`src/hdl/erla_pkg.sv`:
```
package erla_pkg;

	localparam int unsigned SEQ_W = 64;
	localparam int unsigned KEY_W = 32;
	localparam int unsigned HND_W = 16;
	localparam int unsigned CNT_OUT_W = 3;
	localparam int unsigned IN_TDATA_W = 248;
	localparam int unsigned OUT_TDATA_W = 88;

	typedef enum logic [1:0] {
		OP_STORE  = 2'd0,
		OP_EXTRA  = 2'd1,
		OP_PACKET = 2'd2,
		OP_QUERY  = 2'd3
	} op_t;

	typedef enum logic [2:0] {
		ST_STORED   = 3'd0,
		ST_ATTACHED = 3'd1,
		ST_NO_MATCH = 3'd2,
		ST_FULL     = 3'd3,
		ST_ENTRY    = 3'd4,
		ST_EMPTY    = 3'd5
	} status_t;

	typedef enum logic [2:0] {
		EM_STORE   = 3'd0,
		EM_ATTACH  = 3'd1,
		EM_NOMATCH = 3'd2,
		EM_ENTRY   = 3'd3,
		EM_EMPTY   = 3'd4
	} emit_t;

	typedef struct packed {
		logic [SEQ_W-1:0] seq;
		logic [KEY_W-1:0] sensor;
		logic [KEY_W-1:0] number;
		logic [KEY_W-1:0] second;
		logic [HND_W-1:0] handle;
	} slot_t;

	typedef struct packed {
		logic  cap;
		logic  rd;
		logic  step;
		logic  q_hi;
		logic  q_lo;
		logic  q_init;
		logic  mod_step;
		logic  emit;
		emit_t kind;
	} cmd_t;

	typedef struct packed {
		logic out_free;
		logic cnt_zero;
		logic cnt_one;
		logic match;
		logic mod_last;
	} stat_t;

endpackage

```
`src/hdl/erla_ctl.sv`:
```
module erla_ctl
	import erla_pkg::*;
(
	input  logic       clk,
	input  logic       arst_n,
	input  logic       in_valid,
	input  logic [1:0] in_op,
	output logic       in_ready,
	input  stat_t      stat,
	output cmd_t       cmd
);

	typedef enum logic [11:0] {
		S_IDLE    = 12'b000000000001,
		S_STORE   = 12'b000000000010,
		S_LK_RD   = 12'b000000000100,
		S_LK_CMP  = 12'b000000001000,
		S_ATT     = 12'b000000010000,
		S_NOMATCH = 12'b000000100000,
		S_Q_HI    = 12'b000001000000,
		S_Q_LO    = 12'b000010000000,
		S_Q_INIT  = 12'b000100000000,
		S_Q_MOD   = 12'b001000000000,
		S_Q_RD    = 12'b010000000000,
		S_Q_EMIT  = 12'b100000000000
	} state_t;

	state_t state_q, state_d;
	logic   empty_q, empty_d;

	assign in_ready = (state_q == S_IDLE);

	always_comb begin
		state_d = state_q;
		empty_d = empty_q;
		cmd = '0;
		cmd.kind = EM_STORE;
		case (state_q)
			S_IDLE: begin
				if (in_valid) begin
					cmd.cap = 1'b1;
					case (op_t'(in_op))
						OP_STORE: state_d = S_STORE;
						OP_EXTRA, OP_PACKET: state_d = S_LK_RD;
						default: state_d = S_Q_HI;
					endcase
				end
			end
			S_STORE: begin
				if (stat.out_free) begin
					cmd.emit = 1'b1;
					cmd.kind = EM_STORE;
					state_d = S_IDLE;
				end
			end
			S_LK_RD: begin
				if (stat.cnt_zero) begin
					state_d = S_NOMATCH;
				end else begin
					cmd.rd = 1'b1;
					state_d = S_LK_CMP;
				end
			end
			S_LK_CMP: begin
				if (stat.match) begin
					state_d = S_ATT;
				end else begin
					cmd.step = 1'b1;
					state_d = S_LK_RD;
				end
			end
			S_ATT: begin
				if (stat.out_free) begin
					cmd.emit = 1'b1;
					cmd.kind = EM_ATTACH;
					state_d = S_IDLE;
				end
			end
			S_NOMATCH: begin
				if (stat.out_free) begin
					cmd.emit = 1'b1;
					cmd.kind = empty_q ? EM_EMPTY : EM_NOMATCH;
					empty_d = 1'b0;
					state_d = S_IDLE;
				end
			end
			S_Q_HI: begin
				cmd.q_hi = 1'b1;
				state_d = S_Q_LO;
			end
			S_Q_LO: begin
				cmd.q_lo = 1'b1;
				state_d = S_Q_INIT;
			end
			S_Q_INIT: begin
				cmd.q_init = 1'b1;
				state_d = S_Q_MOD;
			end
			S_Q_MOD: begin
				cmd.mod_step = 1'b1;
				if (stat.mod_last) begin
					state_d = S_Q_RD;
				end
			end
			S_Q_RD: begin
				if (stat.cnt_zero) begin
					empty_d = 1'b1;
					state_d = S_NOMATCH;
				end else begin
					cmd.rd = 1'b1;
					state_d = S_Q_EMIT;
				end
			end
			S_Q_EMIT: begin
				if (stat.out_free) begin
					cmd.emit = 1'b1;
					cmd.kind = EM_ENTRY;
					cmd.step = 1'b1;
					state_d = stat.cnt_one ? S_IDLE : S_Q_RD;
				end
			end
			default: state_d = S_IDLE;
		endcase
	end

	always_ff @(posedge clk or negedge arst_n) begin
		if (!arst_n) begin
			state_q <= S_IDLE;
			empty_q <= 1'b0;
		end else begin
			state_q <= state_d;
			empty_q <= empty_d;
		end
	end

endmodule

```
`config.mk`:
```
export PLATFORM = sky130hd
export DESIGN_NAME = erla_ctl
export DESIGN_NICKNAME = d
export VERILOG_FILES = /design/src/hdl/erla_pkg.sv /design/src/hdl/erla_ctl.sv
export SDC_FILE = /design/constraint.sdc
export NUM_CORES = 1
export LEC_CHECK = 0
export BUFFER_PORTS_ARGS = -buffer_cell sky130_fd_sc_hd__buf_2
export CELL_PAD_IN_SITES_DETAIL_PLACEMENT = 0
export CELL_PAD_IN_SITES_GLOBAL_PLACEMENT = 1
export CORE_MARGIN = 3
export CORE_UTILIZATION = 39
export CTS_CLUSTER_SIZE = 30
export DETAILED_ROUTE_END_ITERATION = 6
export GPL_TIMING_DRIVEN = 0
export PLACE_DENSITY = 0.79
export REMOVE_ABC_BUFFERS = 1
export SLEW_MARGIN = 20
export SYNTH_ARGS = -nofsm -noshare
export SYNTH_HDL_FRONTEND = slang
export SYNTH_SLANG_ARGS = --single-unit
```
`constraint.sdc`:
```
create_clock -name clk -period 1.85 [get_ports clk]
set_input_delay 0.0925 -clock clk [delete_from_list [all_inputs] [get_ports clk]]
set_output_delay 0.0925 -clock clk [all_outputs]
set_load 0.02 [all_outputs]
```
==> results.tsv, run 1 <==
stage	metric	value	unit
status	outcome	complete, but fails checks	
status	violations	setup timing	
flow_run	maxCapViolations	0	
synthesis	synth_top_family_by_area	simple AND/OR/NAND/NOR gates	
global_route	grt_max_degree	14	
global_route	grt_pass1_vias	914	
route	drc	0	
final_layout	drive_above_1_share	56.8	%
floorplanning	core	2280	µm²
critical_path	regToRegSetupSlack	-0.04	ns
synthesis	synth.area.mux_share	1.05	%
global_route	grt-ovfl-total	0	
synthesis	async_reset_ff_share	100	%
final_layout	fin_cells	176	
synthesis	synth_edf_count	0	
worst_hold_path	worstHoldStart	stat[3]	
synthesis	yosysTopAreaCellShare	31.5	%
cts	path_clk_slew	0.08	ns
route	wl_per_cell	14.9	µm
cts	clock-sinks	13	
power	p_leak	0.694	nW
sta	hold_viol_final	0	
final_layout	n_antenna_cell	0	
critical_path	r2r-start	state_q[11]	
sta	rsz0062_at_grt	yes	
placement	finalWeightedCongestion	0.728	
cts	h-tree-depth	1	
sta	fin_worst_skew	0.00289	ns
synthesis	synthAdderAreaFrac	2.62	%
final_layout	area_growth	51.7	%
floorplanning	ios	22	
sta	whs	0.0130	ns
critical_path	critPathKind	reg -> out	
critical_path	crit_top_cell	buf_4	
route	drt_iter0_drc	9	
synthesis	yosys.area.top_type	dfrtp_1	
floorplanning	die_h	55.4	µm
worst_hold_path	min_to	state_q[3]	
floorplanning	start_util	41.9	%
power	p_per_area	1340	nW/µm²
synthesis	syn_area_per_cell	9.35	µm²
critical_path	reg2reg_to	state_q[0]	
cts	tritoncts	done	
cts	numCtsBuffers	3	
sta	max_slew_margin	75.0	%
synthesis	synth_simple_gate_area_share	31.8	%
sta	setup_ws	-0.158	ns
critical_path	rr_worst_depth	7	
floorplanning	rows	17	
worst_hold_path	holdCritPathClass	in -> reg	
worst_hold_path	min_delay_path_depth	2	
placement	dp_hpwl	1650	µm
floorplanning	die_area	3070	µm²
sta	setup_violations	13	
critical_path	path_cells	nor4_4 -> buf_4 -> nand4_1 -> buf_4 -> nor2_2 -> buf_4	
critical_path	cpMaxStageDelayCell	dfrtp_2	
synthesis	synth_sequential_area_ratio	34.3	%
route	drtPass1Iterations	3	
final_layout	fillers	181	
global_route	antenna_found_initial	0	
critical_path	worst-path-buf-inv	3	
synthesis	synth_compound_area_share	17.6	%
cts	clockBufferDepth	2	
synthesis	yosys_most_used_dff	dfrtp_1	
route	drt_wl_total	2620	µm
synthesis	synthTopCellsByArea	dfrtp_1 31%, nor4_4 6.7%, inv_1 3.9%	
critical_path	path_max_fanout	5	
final_layout	nets	161	
synthesis	synth-seq-cells	13	
global_route	grt_usage	17.0	%
placement	port_buffers	21	
cts	clkLatencyLatePin	0.29	ns
sta	period_share	109	%
sta	finalMaxSlewViolations	0	
power	vdd_ir_drop_max	811	µV
critical_path	arrival	1.92	ns
sta	max_freq	498	MHz
synthesis	ys_types	40	
synthesis	syn_area	953	µm²
synthesis	synth_xor_area_share	4.59	%
route	viasPerCell	5.37	
synthesis	synthCells	102	
critical_path	start_kind	flip-flop	
critical_path	crit_family	simple AND/OR/NAND/NOR gates	
sta	tightestPinTransition	0.372	ns
synthesis	ys.warnings.count	0	
critical_path	critPathCaptureType	output port	
route	ant_nets	0	
sta	min_period	2.01	ns
critical_path	max_stage_delay	0.44	ns
cts	cts-root-buf	clkbuf_4	
global_route	grt_pass1_wl	4080	µm
floorplanning	die_w	55.4	µm
critical_path	cp.required	1.76	ns
placement	post-place-cells	146	
route	vias	945	
==> sequential cells by signal (all words and copies together), names as in the netlist <==
name and cells:
empty_q 1, state_q 12
==> cells by family after synthesis <==
| logic type | Yosys count |
|---|---|
| adders and majority gates | 2 |
| AOI/OAI and AO/OA | 20 |
| and+or+nand+nor | 46 |
| DFF | 13 |
| muxes | 1 |
| xor gates and xnor gates | 5 |
| buffers and inverters | 15 |
==> synth_stat cells, drive strengths merged, types with 3 or more instances <==
library cell	number
a21oi	3
a22o	3
buf	4
dfrtp	12
inv	10
nand2	7
nand4	4
nor2	9
nor3	7
nor3b	5
nor4	4
o21ai	5
xor2	3
==> worst max-delay path by stage <==
stage | startpoint | end | slack, ns | cells after the start
after CTS | state_q[11] | cmd[1] | -0.11 | 6
after floorplan | state_q[7] | state_q[6] | 0.05 | 5
after detailed placement | state_q[7] | cmd[9] | -0.16 | 6
after global routing | state_q[3] | cmd[1] | -0.25 | 7
after global placement | state_q[7] | cmd[9] | -0.1 | 6
final | state_q[5] | cmd[0] | -0.16 | 6
==> area by class of cell <==
type                            instances  area [µm²]  share of cell area [%]
Clock buffer                            4        26.3                    1.82
Timing Repair Buffer                   47         343                    23.7
Sequential cell                        13         337                    23.3
Multi-Input combinational cell         74         668                    46.2
Inverter                               10        37.5                    2.60
Tap cell                               28        35.0                    2.42
==> metrics by stage <==
step           util, %  power, mW  setup WS, ns  setup TNS [ns]  area, µm²
2_1_floorplan        -      0.982        0.0547               0        913
3_3_place_gp      46.3       1.16       -0.0960          -0.218       1050
3_5_place_dp      46.3       1.18        -0.157          -0.676       1050
4_1_cts           57.1       1.69        -0.107          -0.561       1300
5_1_grt           63.6       2.06        -0.251           -2.55       1450
6_report          63.6       1.94        -0.158           -1.13       1450
==> layer usage <==
| layer | track usage (%) | vias to the layer above | part of all wire [%] |
|---|---|---|---|
| met5 | 0 | - | 0 |
| met4 | 7.99 | 0 | 1.4 |
| met3 | 3.27 | 5 | 3.3 |
| met2 | 29.4 | 19 | 51 |
| met1 | 20.1 | 462 | 44 |
| li1 | - | 459 | - |
==> report_power, final <==
group	internal (mW)	switching, mW
combinational	0.674	0.657
clock	0.0839	0.103
sequential	0.348	0.0713
==> placed cells by master, fill, tap and decap left out, types with 3 or more instances in the layout <==
cell      instances
o21ai_0           4
nor4_4            3
xor2_1            3
dfrtp_2           8
buf_6             4
nand4_1           4
dfrtp_1           4
nor3b_1           3
a22o_1            3
nor3_1            3
buf_2            11
clkbuf_4          3
nor2_1            6
nor2_2            3
nand2_1           5
buf_4            31
inv_1            10
==> repair_timing <==
item / 4_1_cts / 5_1_grt
hold endpoints to repair: 13 / 0
hold buffers: 1 / 0
endpoints found under the setup margin: 20 / 21
pin swaps: 13 / 13
gates resized for setup: 25 / 21
buffers inserted: 18 / 8
Note: power is estimated with default switching activity, not from simulation.
==> run 2: changes to the inputs <==
--- a/config.mk
+++ b/config.mk
@@ -9,11 +9,11 @@
 export CELL_PAD_IN_SITES_DETAIL_PLACEMENT = 0
 export CELL_PAD_IN_SITES_GLOBAL_PLACEMENT = 1
 export CORE_MARGIN = 3
-export CORE_UTILIZATION = 39
+export CORE_UTILIZATION = 30
 export CTS_CLUSTER_SIZE = 30
 export DETAILED_ROUTE_END_ITERATION = 6
 export GPL_TIMING_DRIVEN = 0
-export PLACE_DENSITY = 0.79
+export PLACE_DENSITY = 0.64
 export REMOVE_ABC_BUFFERS = 1
 export SLEW_MARGIN = 20
 export SYNTH_ARGS = -nofsm -noshare
==> results.tsv, run 2 (same netlist as run 1, synthesis figures left out) <==
stage	metric	value	unit	change
status	outcome	complete, but fails checks		
status	violations	setup timing		
worst_hold_path	holdCritPathClass	in -> reg		
floorplanning	start_util	32.9	%	-9.0 points
floorplanning	ios	22		unchanged
final_layout	largest_reg_flops	12		unchanged
cts	clock-sinks	13		unchanged
cts	tritoncts	done		
cts	h-tree-depth	1		unchanged
sta	fin_worst_skew	0.000518	ns	-0.00237 ns
power	vdd_ir_drop_max	657	µV	-19%
critical_path	crit_family	simple AND/OR/NAND/NOR gates		
floorplanning	core	2900	µm²	+27%
cts	path_clk_slew	0.08	ns	about the same
placement	post-place-cells	160		+9.6%
critical_path	max_stage_delay	0.43	ns	about the same
placement	port_buffers	21		unchanged
global_route	grt_pass1_vias	992		+8.5%
final_layout	nets	162		+0.62%
cts	cts-root-buf	clkbuf_4		
sta	tns	-0.429	ns	+0.699 ns
floorplanning	die_w	62.4	µm	+12%
global_route	grt_usage	14.1	%	-2.9 points
critical_path	cp.required	1.76	ns	about the same
power	p_leak	0.693	nW	about the same
route	drt_wl_total	2580	µm	-1.6%
final_layout	fin_cells	191		+8.5%
critical_path	critPathKind	reg -> out		
critical_path	path_cells	nor4_4 -> buf_4 -> nand4_1 -> nor3b_1 -> buf_2		
cts	clkLatencyLatePin	0.28	ns	about the same
sta	period_share	105	%	-3.5 points
route	wl_met2	1290	µm	-3.9%
cts	numCtsBuffers	3		unchanged
route	vias	937		-0.85%
final_layout	reg_top3	state_q: 12 flops, empty_q: 1 flops		
sta	rsz0062_at_grt	yes		
route	viasPerCell	4.91		-8.6%
route	wl_met1	1090	µm	-5.7%
placement	placed_area	1070	µm²	+1.7%
placement	finalWeightedCongestion	0.812		+12%
sta	setup_ws	-0.0929	ns	+0.0654 ns
sta	hold_viol_final	0		unchanged
sta	tightestPinTransition	0.326	ns	-0.0458 ns
critical_path	start_kind	flip-flop		
final_layout	n_antenna_cell	0		unchanged
sta	max_slew_margin	78.1	%	+3.1 points
route	ant_nets	0		unchanged
final_layout	largest_register	state_q		
sta	max_freq	515	MHz	+3.4%
route	wl_per_cell	13.5	µm	-9.4%
critical_path	arrival	1.85	ns	-0.07 ns
final_layout	area_growth	53.9	%	
placement	dp_hpwl	1740	µm	+5.4%
flow_run	maxCapViolations	0		unchanged
route	drt_iter0_drc	40		+31
cts	clockBufferDepth	2		unchanged
route	wl_met3	120	µm	+40%
route	drc	0		unchanged
final_layout	final_common_cell	buf_4		
global_route	antenna_found_initial	0		unchanged
floorplanning	rows	19		+2
final_layout	drive_above_1_share	55.7	%	-1.1 points
power	p_per_area	1380	nW/µm²	+3.2%
route	drtPass1Iterations	4		+1
final_layout	final_cell_mix	29 x buf_4, 12 x buf_2, 10 x inv_1, 7 x nor2_1, 7 x dfrtp_2		
critical_path	cpMaxStageDelayCell	dfrtp_2		
global_route	grt_pass1_wl	4410	µm	+8.0%
global_route	grt-ovfl-total	0		unchanged
final_layout	finalInstanceArea	1470	µm²	+1.5%
route	topRoutingLayerUsed	met4		
sta	setup_violations	10		-3
critical_path	worst-path-buf-inv	2		-1
sta	min_period	1.94	ns	-0.0654 ns
critical_path	critPathCaptureType	output port		
floorplanning	die_area	3890	µm²	+27%
global_route	grt_max_degree	14		unchanged
sta	finalMaxSlewViolations	0		unchanged
critical_path	path_max_fanout	4		-1
floorplanning	die_h	62.4	µm	+12%
## run 2: per-layer routing
| metal | vias to the layer above | global-route usage (%) |
|---|---|---|
| met2 | 23 | 23.5 |
| met4 | 0 | 6.89 |
| met3 | 8 | 2.16 |
| met5 | - | 0 |
| met1 | 448 | 17.7 |
| li1 | 458 | - |
## run 2: final cells by class
| class | instances | area [µm²] |
|---|---|---|
| Timing Repair Buffer | 48 | 355 |
| Fill cell | 283 | 1430 |
| Clock buffer | 4 | 26.3 |
| Tap cell | 42 | 52.6 |
| Multi-Input combinational cell | 74 | 661 |
| Sequential cell | 13 | 335 |
| Inverter | 10 | 37.5 |
## run 2: report_power, final
| part | internal, mW | switching (mW) | total (mW) |
|---|---|---|---|
| Clock | 0.0836 | 0.0967 | 0.180 |
| Combinational | 0.770 | 0.661 | 1.43 |
| Sequential | 0.346 | 0.0717 | 0.418 |
| Total | 1.20 | 0.829 | 2.03 |
## run 2: path summary, 6_finish.rpt
path | startpoint | endpoint | slack, ns | cells after the start
worst max-delay path | state_q[11] | cmd[6] | -0.09 | 5
min in group asynchronous | arst_n | state_q[6] | 0.23 | 2
worst min register to register | empty_q | empty_q | 0.54 | 1
max in group asynchronous | arst_n | state_q[0] | 1.34 | 2
worst max register to register | state_q[11] | state_q[0] | -0.01 | 8
worst min-delay path | stat[3] | state_q[3] | 0.01 | 2
## run 2: what timing repair did
| item | in CTS | in global routing |
|---|---|---|
| pin swaps | 14 | 10 |
| resized for setup | 25 | 21 |
| buffers inserted | 22 | 4 |
| setup endpoints to repair | 17 | 19 |
| cloned | 0 | 0 |
| endpoints found under the hold margin | 13 | 0 |
| hold buffers | 1 | 0 |
## run 2: per-stage QoR
stage	power [mW]	setup WS, ns	util [%]	hold slack, ns
2_1_floorplan	0.982	0.0547	-	-0.203
3_3_place_gp	1.18	-0.0563	36.9	0.00581
3_5_place_dp	1.18	-0.0587	36.9	0.00233
4_1_cts	1.81	-0.0680	46.6	0.0113
5_1_grt	2.17	-0.189	50.6	0.0213
6_report	2.03	-0.0929	50.6	0.0147
